[src/rtl/gpjb_pkg.sv]
`timescale 1ns / 1ps
`default_nettype none
// ----------------------------------------------------------------------------
// gpjb_pkg
// Shared types and constants for the gamepad slot table and joystick
// update message builder.
// ----------------------------------------------------------------------------
package gpjb_pkg;

   // Default number of gamepad slots.
   localparam int SLOT_COUNT_DEFAULT = 4;

   // Command codes of an input item.
   localparam logic [1:0] CMD_MOUNT   = 2'd0;
   localparam logic [1:0] CMD_UNMOUNT = 2'd1;
   localparam logic [1:0] CMD_REPORT  = 2'd2;

   // Register indexes on the configuration port.
   localparam logic REG_TARGET_CODE   = 1'b0;
   localparam logic REG_JOYSTICK_CODE = 1'b1;

   // Message length and the index of its final byte.
   localparam int         MSG_BYTES = 7;
   localparam logic [2:0] MSG_LAST  = 3'(MSG_BYTES - 1);

   // Stick thresholds that add direction bits.
   localparam logic [7:0] STICK_HIGH = 8'hc0;
   localparam logic [7:0] STICK_LOW  = 8'h40;

   // Mapped state of one report.
   typedef struct packed {
      logic [7:0] direction_bits;
      logic [7:0] extra_bits;
      logic [7:0] scaled_x;
      logic [7:0] scaled_y;
   } report_type;

   // One slot entry of the table.
   typedef struct packed {
      logic [6:0] address;
      logic [7:0] instance_num;
      logic [3:0] joystick;
      report_type last_state;
   } slot_type;

   // Write controls from the sequencer to the slot table.
   typedef struct packed {
      logic write;
      logic mark_used;
      logic release_slot;
   } slot_write_type;

endpackage : gpjb_pkg
`default_nettype wire

[src/rtl/gamepad_report_to_joystick_bytes.sv]
`timescale 1ns / 1ps
`default_nettype none
// ----------------------------------------------------------------------------
// gamepad_report_to_joystick_bytes
// Gamepad slot table that turns changed gamepad reports into seven-byte
// joystick update messages.
// ----------------------------------------------------------------------------
// Usage:
//   The req_ channel carries one item per mount, unmount or gamepad report.
//   An item is taken when req_valid is high and req_stall is low; req_stall
//   stays high while an item is being worked on or its message is sent.
//   The sequencer walks the slot table one slot per cycle through a single
//   address/instance compare, up to SLOT_COUNT slots per item. Unknown
//   commands and failed reports finish in the accept cycle.
//   A changed report for a mounted pad produces seven rsp_ items: target
//   code, joystick code, joystick index, direction/fire, x, y, extra; the
//   last one carries rsp_last_byte. The first byte is offered the cycle after
//   the matching slot is found, one byte per cycle while rsp_stall is low.
//   A stalled byte holds until taken, and no new item is accepted meanwhile.
//   Reset frees all slots and clears both code registers to zero.
//   The csr_ port holds target_code at byte address 0 and joystick_code at
//   byte address 4; write them only while the block is idle.
// ----------------------------------------------------------------------------
module gamepad_report_to_joystick_bytes #(
   parameter int SLOT_COUNT = gpjb_pkg::SLOT_COUNT_DEFAULT
) (
   input  wire logic               clock,
   input  wire logic               reset,
   // Input items
   input  wire logic               req_valid,
   output logic                    req_stall,
   input  wire logic [1:0]         req_command,
   input  wire logic [6:0]         req_device_address,
   input  wire logic [7:0]         req_interface_instance,
   input  wire logic [3:0]         req_joystick_number,
   input  wire logic [15:0]        req_button_word,
   input  wire logic signed [15:0] req_stick_x,
   input  wire logic signed [15:0] req_stick_y,
   input  wire logic               req_report_ok,
   // Result items
   output logic                    rsp_valid,
   input  wire logic               rsp_stall,
   output logic [7:0]              rsp_out_byte,
   output logic                    rsp_last_byte,
   // Configuration port
   input  wire logic               csr_psel,
   input  wire logic               csr_penable,
   input  wire logic               csr_pwrite,
   input  wire logic [2:0]         csr_paddr,
   input  wire logic [31:0]        csr_pwdata,
   output logic [31:0]             csr_prdata,
   output logic                    csr_pready
);
   import gpjb_pkg::*;

   localparam int             IDX_W = (SLOT_COUNT > 1) ? $clog2(SLOT_COUNT) : 1;
   localparam logic [IDX_W-1:0] LAST_IDX = IDX_W'(SLOT_COUNT - 1);

   typedef enum logic [1:0] {
      ST_IDLE,
      ST_SCAN,
      ST_EMIT
   } state_type;

   state_type        state_ff, state_in;
   logic [IDX_W-1:0] idx_ff, idx_in;
   logic [2:0]       byte_ff, byte_in;
   logic [1:0]       cmd_ff, cmd_in;
   logic [6:0]       addr_ff, addr_in;
   logic [7:0]       inst_ff, inst_in;
   logic [3:0]       joy_ff, joy_in;
   report_type       rep_ff, rep_in;
   logic [7:0]       target_ff, target_in;
   logic [7:0]       joycode_ff, joycode_in;

   report_type       new_report;
   logic             req_accept;
   logic             csr_write;
   logic             rd_used;
   slot_type         rd_slot;
   slot_write_type   wr_ctrl;
   slot_type         wr_slot;
   logic             match;
   logic             changed;
   logic             last_slot;

   // Button and stick mapping of the incoming item.
   gpjb_report_map u_report_map (
      .button_word (req_button_word),
      .stick_x     (req_stick_x),
      .stick_y     (req_stick_y),
      .report      (new_report)
   );

   // Slot storage, stepped through by the sequencer.
   gpjb_slot_table #(
      .SLOT_COUNT (SLOT_COUNT),
      .IDX_W      (IDX_W)
   ) u_slot_table (
      .clock   (clock),
      .reset   (reset),
      .index   (idx_ff),
      .wr_ctrl (wr_ctrl),
      .wr_slot (wr_slot),
      .rd_used (rd_used),
      .rd_slot (rd_slot)
   );

   // Handshakes.
   assign req_stall  = (state_ff != ST_IDLE);
   assign req_accept = req_valid && !req_stall;
   assign csr_write  = csr_psel && csr_penable && csr_pwrite && csr_pready;
   assign csr_pready = 1'b1;

   // Configuration register writes.
   always_comb begin
      target_in  = target_ff;
      joycode_in = joycode_ff;
      if (csr_write) begin
         unique case (csr_paddr[2])
            REG_TARGET_CODE:   target_in  = csr_pwdata[7:0];
            REG_JOYSTICK_CODE: joycode_in = csr_pwdata[7:0];
            default:           target_in  = target_ff;
         endcase
      end
   end

   // Configuration register reads.
   always_comb begin
      unique case (csr_paddr[2])
         REG_TARGET_CODE:   csr_prdata = {24'h000000, target_ff};
         REG_JOYSTICK_CODE: csr_prdata = {24'h000000, joycode_ff};
         default:           csr_prdata = '0;
      endcase
   end

   // The shared compare: slot identity and last sent state.
   assign match     = rd_used && (rd_slot.address == addr_ff) &&
                      (rd_slot.instance_num == inst_ff);
   assign changed   = (rd_slot.last_state != rep_ff);
   assign last_slot = (idx_ff == LAST_IDX);

   // Sequencer: accept, scan the slots, then send the message.
   always_comb begin
      state_in = state_ff;
      idx_in   = idx_ff;
      byte_in  = byte_ff;
      cmd_in   = cmd_ff;
      addr_in  = addr_ff;
      inst_in  = inst_ff;
      joy_in   = joy_ff;
      rep_in   = rep_ff;
      wr_ctrl  = '0;
      wr_slot  = rd_slot;
      unique case (state_ff)
         ST_IDLE: begin
            if (req_accept) begin
               cmd_in  = req_command;
               addr_in = req_device_address;
               inst_in = req_interface_instance;
               joy_in  = req_joystick_number;
               rep_in  = new_report;
               idx_in  = '0;
               if ((req_command == CMD_MOUNT) || (req_command == CMD_UNMOUNT) ||
                   ((req_command == CMD_REPORT) && req_report_ok)) begin
                  state_in = ST_SCAN;
               end
            end
         end
         ST_SCAN: begin
            idx_in = idx_ff + IDX_W'(1);
            if (last_slot) begin
               state_in = ST_IDLE;
            end
            case (cmd_ff)
               CMD_MOUNT: begin
                  // First free slot takes the pad with a cleared last state.
                  if (!rd_used) begin
                     wr_ctrl.write        = 1'b1;
                     wr_ctrl.mark_used    = 1'b1;
                     wr_slot.address      = addr_ff;
                     wr_slot.instance_num = inst_ff;
                     wr_slot.joystick     = joy_ff;
                     wr_slot.last_state   = '0;
                     state_in             = ST_IDLE;
                  end
               end
               CMD_UNMOUNT: begin
                  // Every matching slot is freed.
                  if (match) begin
                     wr_ctrl.release_slot = 1'b1;
                  end
               end
               default: begin
                  // Only the first matching slot serves the report.
                  if (match) begin
                     state_in = ST_IDLE;
                     if (changed) begin
                        wr_ctrl.write      = 1'b1;
                        wr_slot.last_state = rep_ff;
                        joy_in             = rd_slot.joystick;
                        byte_in            = '0;
                        state_in           = ST_EMIT;
                     end
                  end
               end
            endcase
         end
         ST_EMIT: begin
            if (!rsp_stall) begin
               byte_in = byte_ff + 3'd1;
               if (byte_ff == MSG_LAST) begin
                  state_in = ST_IDLE;
               end
            end
         end
         default: state_in = ST_IDLE;
      endcase
   end

   always_ff @(posedge clock) begin
      if (reset) begin
         state_ff   <= ST_IDLE;
         target_ff  <= '0;
         joycode_ff <= '0;
      end else begin
         state_ff   <= state_in;
         target_ff  <= target_in;
         joycode_ff <= joycode_in;
      end
      idx_ff  <= idx_in;
      byte_ff <= byte_in;
      cmd_ff  <= cmd_in;
      addr_ff <= addr_in;
      inst_ff <= inst_in;
      joy_ff  <= joy_in;
      rep_ff  <= rep_in;
   end

   // Message byte selection; all sources hold until the byte is taken.
   assign rsp_valid     = (state_ff == ST_EMIT);
   assign rsp_last_byte = (byte_ff == MSG_LAST);
   always_comb begin
      case (byte_ff)
         3'd0:    rsp_out_byte = target_ff;
         3'd1:    rsp_out_byte = joycode_ff;
         3'd2:    rsp_out_byte = {4'h0, joy_ff};
         3'd3:    rsp_out_byte = rep_ff.direction_bits;
         3'd4:    rsp_out_byte = rep_ff.scaled_x;
         3'd5:    rsp_out_byte = rep_ff.scaled_y;
         default: rsp_out_byte = rep_ff.extra_bits;
      endcase
   end

endmodule : gamepad_report_to_joystick_bytes
`default_nettype wire

[src/rtl/gpjb_report_map.sv]
`timescale 1ns / 1ps
`default_nettype none
// ----------------------------------------------------------------------------
// gpjb_report_map
// Maps a gamepad button word and left stick to the direction/fire byte,
// the extra-button byte and two scaled stick bytes.
// ----------------------------------------------------------------------------
module gpjb_report_map (
   input  wire logic        [15:0] button_word,
   input  wire logic signed [15:0] stick_x,
   input  wire logic signed [15:0] stick_y,
   output gpjb_pkg::report_type    report
);
   import gpjb_pkg::*;

   logic [7:0] raw_x;
   logic [7:0] raw_y;
   logic [7:0] ax;
   logic [7:0] ay;
   logic [7:0] dir;
   logic [7:0] extra;

   // Flip sign bit (half-range offset), keep high byte, lift 0 to 1, invert y.
   assign raw_x = {~stick_x[15], stick_x[14:8]};
   assign raw_y = {~stick_y[15], stick_y[14:8]};
   assign ax    = (raw_x == 8'h00) ? 8'h01 : raw_x;
   assign ay    = ~((raw_y == 8'h00) ? 8'h01 : raw_y);

   // Direction pad and fire buttons, with stick directions ORed in.
   always_comb begin
      dir      = {button_word[15:12], button_word[0], button_word[1],
                  button_word[2], button_word[3]};
      dir[0]   = dir[0] | (ax > STICK_HIGH);
      dir[1]   = dir[1] | (ax < STICK_LOW);
      dir[2]   = dir[2] | (ay > STICK_HIGH);
      dir[3]   = dir[3] | (ay < STICK_LOW);
   end

   // Shoulder, back and start buttons.
   assign extra = {2'b00, button_word[4], button_word[5], 2'b00,
                   button_word[9], button_word[8]};

   assign report.direction_bits = dir;
   assign report.extra_bits     = extra;
   assign report.scaled_x       = ax;
   assign report.scaled_y       = ay;

endmodule : gpjb_report_map
`default_nettype wire

[src/rtl/gpjb_slot_table.sv]
`timescale 1ns / 1ps
`default_nettype none
// ----------------------------------------------------------------------------
// gpjb_slot_table
// Gamepad slot storage: a used bit per slot plus the slot entries, read and
// written at one index that the sequencer steps through.
// ----------------------------------------------------------------------------
module gpjb_slot_table #(
   parameter int SLOT_COUNT = gpjb_pkg::SLOT_COUNT_DEFAULT,
   parameter int IDX_W      = 2
) (
   input  wire logic                    clock,
   input  wire logic                    reset,
   input  wire logic [IDX_W-1:0]        index,
   input  wire gpjb_pkg::slot_write_type wr_ctrl,
   input  wire gpjb_pkg::slot_type      wr_slot,
   output logic                         rd_used,
   output gpjb_pkg::slot_type           rd_slot
);
   import gpjb_pkg::*;

   logic [SLOT_COUNT-1:0] used_ff;
   logic [SLOT_COUNT-1:0] used_in;
   slot_type              slot_mem [SLOT_COUNT];

   // Read the entry at the current index.
   assign rd_used = used_ff[index];
   assign rd_slot = slot_mem[index];

   // Set or clear the used bit of the current slot.
   always_comb begin
      used_in = used_ff;
      if (wr_ctrl.mark_used) begin
         used_in[index] = 1'b1;
      end else if (wr_ctrl.release_slot) begin
         used_in[index] = 1'b0;
      end
   end

   always_ff @(posedge clock) begin
      if (reset) begin
         used_ff <= '0;
      end else begin
         used_ff <= used_in;
      end
   end

   // Entry storage; contents are only read for used slots.
   always_ff @(posedge clock) begin
      if (wr_ctrl.write) begin
         slot_mem[index] <= wr_slot;
      end
   end

endmodule : gpjb_slot_table
`default_nettype wire

[config.mk]
export PLATFORM = sky130hd
export DESIGN_NAME = gamepad_report_to_joystick_bytes
export DESIGN_NICKNAME = d
export VERILOG_FILES = /design/src/rtl/gpjb_pkg.sv /design/src/rtl/gamepad_report_to_joystick_bytes.sv /design/src/rtl/gpjb_report_map.sv /design/src/rtl/gpjb_slot_table.sv
export SDC_FILE = /design/constraint.sdc
export NUM_CORES = 1
export LEC_CHECK = 0
export BUFFER_PORTS_ARGS = -buffer_cell sky130_fd_sc_hd__buf_4
export CAP_MARGIN = 15
export CELL_PAD_IN_SITES_DETAIL_PLACEMENT = 0
export CELL_PAD_IN_SITES_GLOBAL_PLACEMENT = 1
export CORE_AREA = 4 4 171 173
export CTS_BUF_LIST = sky130_fd_sc_hd__clkbuf_4 sky130_fd_sc_hd__clkbuf_8
export DETAILED_ROUTE_END_ITERATION = 8
export DIE_AREA = 0 0 175 177
export MAX_ROUTING_LAYER = met4
export PLACE_DENSITY = 0.87
export SLEW_MARGIN = 15
export SYNTH_ARGS = -nofsm -noshare
export SYNTH_HDL_FRONTEND = slang
export SYNTH_HIERARCHICAL = 1
export SYNTH_SLANG_ARGS = --single-unit
[constraint.sdc]
create_clock -name clock -period 7.1 [get_ports clock]
set_input_delay 1.065 -clock clock [delete_from_list [all_inputs] [get_ports clock]]
set_output_delay 1.065 -clock clock [all_outputs]
set_load 0.005 [all_outputs]
Word-level counts from Yosys, hierarchy flattened. Memory sizes are Yosys's and may differ from the RTL's. A register that Yosys moved wholly into a read port is not among the register bits. Cells that the tools add are included.

Bits of input ports: 112. Memories: 1. Output and inout bits: 44. Flip-flop bits (word level): 76. Logic and storage cells: 133. Bits in writable memories: 204.

Add/sub/neg operators: 2. Reduce and logical (&&, ||, !) cells: 28. Equality and inequality tests: 22. Bitwise gates (word level): 11. Muxes and demuxes: 49. Order comparisons: 6.

Memories: u_slot_table.slot_mem (words 4, width 51, rd ports 1, clocked after Yosys merged registers in 1, write ports 1, RTL line gpjb_slot_table.sv:24) `slot_type slot_mem [SLOT_COUNT];`.

Operator list (number): $pmux 32 s2 (2); $mux 51 (2); $mux 32 (2); $pmux 8 s6 (1); $ne 32x32->1 (1); $mux 4 (6); $mux 2 (11); $mux 19 (1); $gt 8x8->1 const B (2); $logic_not 8->1 (2); $lt 8x7->1 const B (2); $mux 8 (2); $mux 3 (5); $ne 2x2->1 const B (6); $reduce_and 5->1 (2); $eq 3x3->1 const B (3); $mux 1 (9); $eq 8x8->1 (1); $not 8->8 (1); $pmux 2 s2 (2); $pmux 4 s2 (1); $reduce_and 2->1 (4); $reduce_bool 2->1 (4); $eq 7x7->1 (1); 26 further kinds (45).

Logic depth before layout (Yosys ltp).
Depth after elaboration: 9. Depth in mapped cells: 11. Mapped depth without buffers: 7.

Hierarchy. The synthesis kept the hierarchy.

Modules (own cells, without submodules): gpjb_slot_table (times used 1, sequential area each 6206.0 um2, cells an instance 292, area each 7679.9 um2); gamepad_report_to_joystick_bytes (times used 1, sequential area each 2102.0 um2, cells an instance 457, area each 4595.7 um2); gpjb_report_map (times used 1, sequential area each 0.0 um2, cells an instance 41, area each 251.5 um2).

Least setup slack after synthesis. No wires, ideal clock.

Path type: register to register. Start point: reg idx_ff[0]. End point: mem u_slot_table/slot_mem[0][0] in the netlist's numbering (enable). Setup time: 533 ps. Period minus slack after synthesis: 6629 ps. Arrival time: 6096 ps. Slack: 471 ps. Stages on the path, launching flop included: 12. Path through: edfxtp_1 -> buf_6 -> buf_12 -> mux4_2 -> xnor2_1 -> nand4_1 -> nor4_2 -> o2111ai_1 -> buf_6 -> buf_6 -> nand2_1 -> nor3b_1.

RTL lines: start: declaration (RTL line gamepad_report_to_joystick_bytes.sv:66) `logic [IDX_W-1:0] idx_ff, idx_in;`; start signal: assignment (RTL line gamepad_report_to_joystick_bytes.sv:231) `idx_ff <= idx_in;`; end: declaration (RTL line gpjb_slot_table.sv:24).

==> reports/summary.txt <==
====================================================================================
Overall global routing resource usage                                          17.0%
Sequential share of power                                                      53.8%
Post-CTS sizing                                                                    0
Core Box Area                                                             27600 um^2
Effective utilization at floorplan                                             45.3%
Total wire length                                                            25.8 mm
Vias in the first global route                                                  7076
Number of max-slew violations in the final report                                  0
Insertion delay to the later sink of the worst-skew pair                     0.56 ns
Crit path arrival time                                                       4.51 ns
Total Neg Setup Slack                                                           0 ns
Number of buffers inserted to repair setup after CTS                               0
Clock transition at the registers of the reported paths                      0.06 ns
Weighted congestion at the end of routability-driven global placement          0.767
Number of cells in the finished layout apart from fillers                       1292
Clock Skews                                                                0.0386 ns
Die Wd                                                                        175 um
DRT iter0 DRCs                                                                   590
Required time of the critical path                                           7.25 ns
Layout Area Growth over Synthesis                                              12.7%
DP HPWL                                                                      16.1 mm
Share of total power in the clock network                                      36.9%
Proportion of synthesized flip-flops having asynchronous set or reset             0%
Setup violators final                                                              0
Wire per inst                                                                20.0 um
First-pass GRT wire length                                                   39.7 mm
Net load switching power                                                      852 uW
Number of instances in the synthesized netlist                                   790
Finished Core Util                                                             51.1%
Buffers from clock root to sink, at most                                           3
Die Footprint                                                             31000 um^2
Vert. Die Dim                                                                 177 um
Cell count after placement                                                      1206
Area occupied by multi-input gates                                         3600 um^2
Post-synth top cells                                                    sky130_fd_sc_hd__edfxtp_1 (262), sky130_fd_sc_hd__nand2_1 (90), sky130_fd_sc_hd__inv_1 (50), sky130_fd_sc_hd__mux4_2 (49), sky130_fd_sc_hd__buf_4 (37)
Max-slew headroom                                                              22.0%
Capturing element type of the critical path                                     flop
Maxcap violations                                                                  0
Row count                                                                         61
Number of hold-repair buffers added at the cts stage                               0
Proportion of layout cells with a drive suffix above 1                         27.7%
Post-detailed-route count of antenna-violating nets                                0
Path class of the lowest-slack min-delay path                                reg2reg
Comb power frac                                                                 9.3%
Leakage                                                                   0.00528 uW
Largest area contributor in the netlist                                 sky130_fd_sc_hd__edfxtp_1
Worst-case vdd ir drop                                                        171 uV
Total number of clock tree sinks                                                 284
Routed vias                                                                     6864
Unique masters post-synth                                                         55
Slew of the pin with the lowest slew margin                                  1.17 ns
Filler Cell Count                                                               2281
FF+latch count, synth                                                            284
Setup repair after global routing missed its margin                               no
Nets                                                                             994
Share of the synthesized area in the top cell type                             62.8%
Switching share of total power                                                 23.7%
Portion of the post-synthesis area used by sequential elements                 66.3%
Diodes inserted                                                                    0
Detailed-route DRC error count                                                     0
Average footprint of a synthesized cell                                    15.9 um^2
Critical path startpoint category                                               flop
Crit path time final                                                         4.36 ns
H-Tree Level Count                                                                 2
Largest net degree at the start of global routing                                 60
Number of placed I/O pins                                                        156
Ys flop type                                                            sky130_fd_sc_hd__edfxtp_1
Clock tree from TritonCTS                                                       done
Most used standard cell by instance count after synthesis               sky130_fd_sc_hd__edfxtp_1
Final cycle utilization of the critical path                                   61.5%
Final hold violation count                                                         0
Synthesized area                                                          12500 um^2
Total clock buffers created by CTS                                                46
Power per cell area                                                      255 nW/um^2
Biggest area contributors in the synthesized netlist                    sky130_fd_sc_hd__edfxtp_1 (63%), sky130_fd_sc_hd__mux4_2 (8.8%), sky130_fd_sc_hd__dfxtp_1 (3.5%)
Aggregate global routing overflow                                                  0
CP Max Fanout                                                                     59
Root Buffer                                                             sky130_fd_sc_hd__clkbuf_8
Via-to-Cell Ratio                                                               5.31
Total number of yosys warnings                                                     6
Maximum frequency from static timing analysis                                229 MHz
PortBufs                                                                          84
Status                                                                  finished, final reports clean
Number of synthesized flops with an enable pin                                   262
Critical path type                                                           reg2reg
Drt first pass iters                                                               7
Area taken by flip-flops and latches                                       8310 um^2
Cell-internal power                                                          2740 uW
Antenna violations before repair                                                   0
====================================================================================
## power by group through the flow
stage                     clock, uW  sequential [uW]  combinational, uW
after CTS                      1360             1930                338
after detailed placement          0             1970                336
after global routing           1440             1940                370
after global placement            0             1970                326
after floorplan                   0             1950                265
final                          1330             1930                335
## through the flow
| step | setup WS (ns) | total power [uW] | cell area (um^2) | hold slack, ns |
|---|---|---|---|---|
| floorplan | 0.471 | 2220 | 12600 | 0.444 |
| global placement | 2.81 | 2290 | 13200 | 0.457 |
| detailed placement | 2.78 | 2300 | 13200 | 0.460 |
| CTS | 2.73 | 3630 | 14100 | 0.471 |
| global route | 2.48 | 3750 | 14100 | 0.494 |
| finish | 2.74 | 3600 | 14100 | 0.468 |
## cells in the final DEF, fill, tap and decap left out, types with 23 or more instances in the layout
cell type / count
sky130_fd_sc_hd__a21oi_1: 23
sky130_fd_sc_hd__buf_4: 91
sky130_fd_sc_hd__clkbuf_8: 47
sky130_fd_sc_hd__conb_1: 29
sky130_fd_sc_hd__edfxtp_1: 262
sky130_fd_sc_hd__inv_1: 49
sky130_fd_sc_hd__mux2_2: 26
sky130_fd_sc_hd__mux2i_1: 32
sky130_fd_sc_hd__mux4_2: 49
sky130_fd_sc_hd__nand2_1: 89
sky130_fd_sc_hd__xor2_1: 32
## registers in the layout, indices dropped and copies added, names as in the netlist, named ones only
signal                 flops
joy_ff                     4
idx_ff                     2
byte_ff                    3
joycode_ff                 8
addr_ff                    7
inst_ff                    8
target_ff                  8
state_ff                   2
u_slot_table/slot_mem    204
rep_ff                    32
cmd_ff                     2
## cell families after synthesis
group	share of synthesized area (%)
muxes	14.3
and+or+nand+nor	5.74
xor gates and xnor gates	3.29
AOI/OAI and AO/OA	3.53
DFF	66.3
adders and majority gates	0.599
other	0.0899
buffers and inverters	6.10
## worst paths after layout
kind	slack, ns	endpoint	depth (start not counted)	from
worst max-delay path	2.74	u_slot_table/slot_mem[1][20]$_DFFE_PP_	8	idx_ff[1]$_SDFFCE_PN0P_
worst max register to register	2.74	u_slot_table/slot_mem[1][20]$_DFFE_PP_	8	idx_ff[1]$_SDFFCE_PN0P_
worst min register to register	0.47	joycode_ff[6]$_SDFFE_PP0P_	2	joycode_ff[6]$_SDFFE_PP0P_
worst min-delay path	0.47	joycode_ff[6]$_SDFFE_PP0P_	2	joycode_ff[6]$_SDFFE_PP0P_
## critical path, cell delays in order, from the launching register on
cell and delay (ns):
sky130_fd_sc_hd__edfxtp_1 0.55, sky130_fd_sc_hd__buf_4 0.72, sky130_fd_sc_hd__mux4_2 0.45, sky130_fd_sc_hd__xnor2_1 0.17, sky130_fd_sc_hd__nand4_1 0.14, sky130_fd_sc_hd__nor4_2 0.59, sky130_fd_sc_hd__o2111ai_4 0.19, sky130_fd_sc_hd__nand2_1 0.17
sky130_fd_sc_hd__and3b_4 0.90
## layer usage
| metal | global-route usage [%] | vias to the layer above | routed length [um] |
|---|---|---|---|
| met5 | - | - | 0 |
| met4 | 4.71 | 0 | 503 |
| met3 | 3.14 | 34 | 1760 |
| met2 | 27.3 | 274 | 12900 |
| met1 | 22.6 | 3461 | 10700 |
| li1 | - | 3095 | - |
## layout make-up
| class | count | share of cell area (%) |
|---|---|---|
| inverters | 50 | 1.34 |
| clock buffers | 60 | 5.27 |
| flip-flops and latches | 284 | 58.8 |
| well taps | 378 | 3.35 |
| multi-input cells | 403 | 25.5 |
| repair buffers | 91 | 4.84 |
| clock inverters | 26 | 0.895 |
No activity file was read; power rests on OpenSTA's default activity.
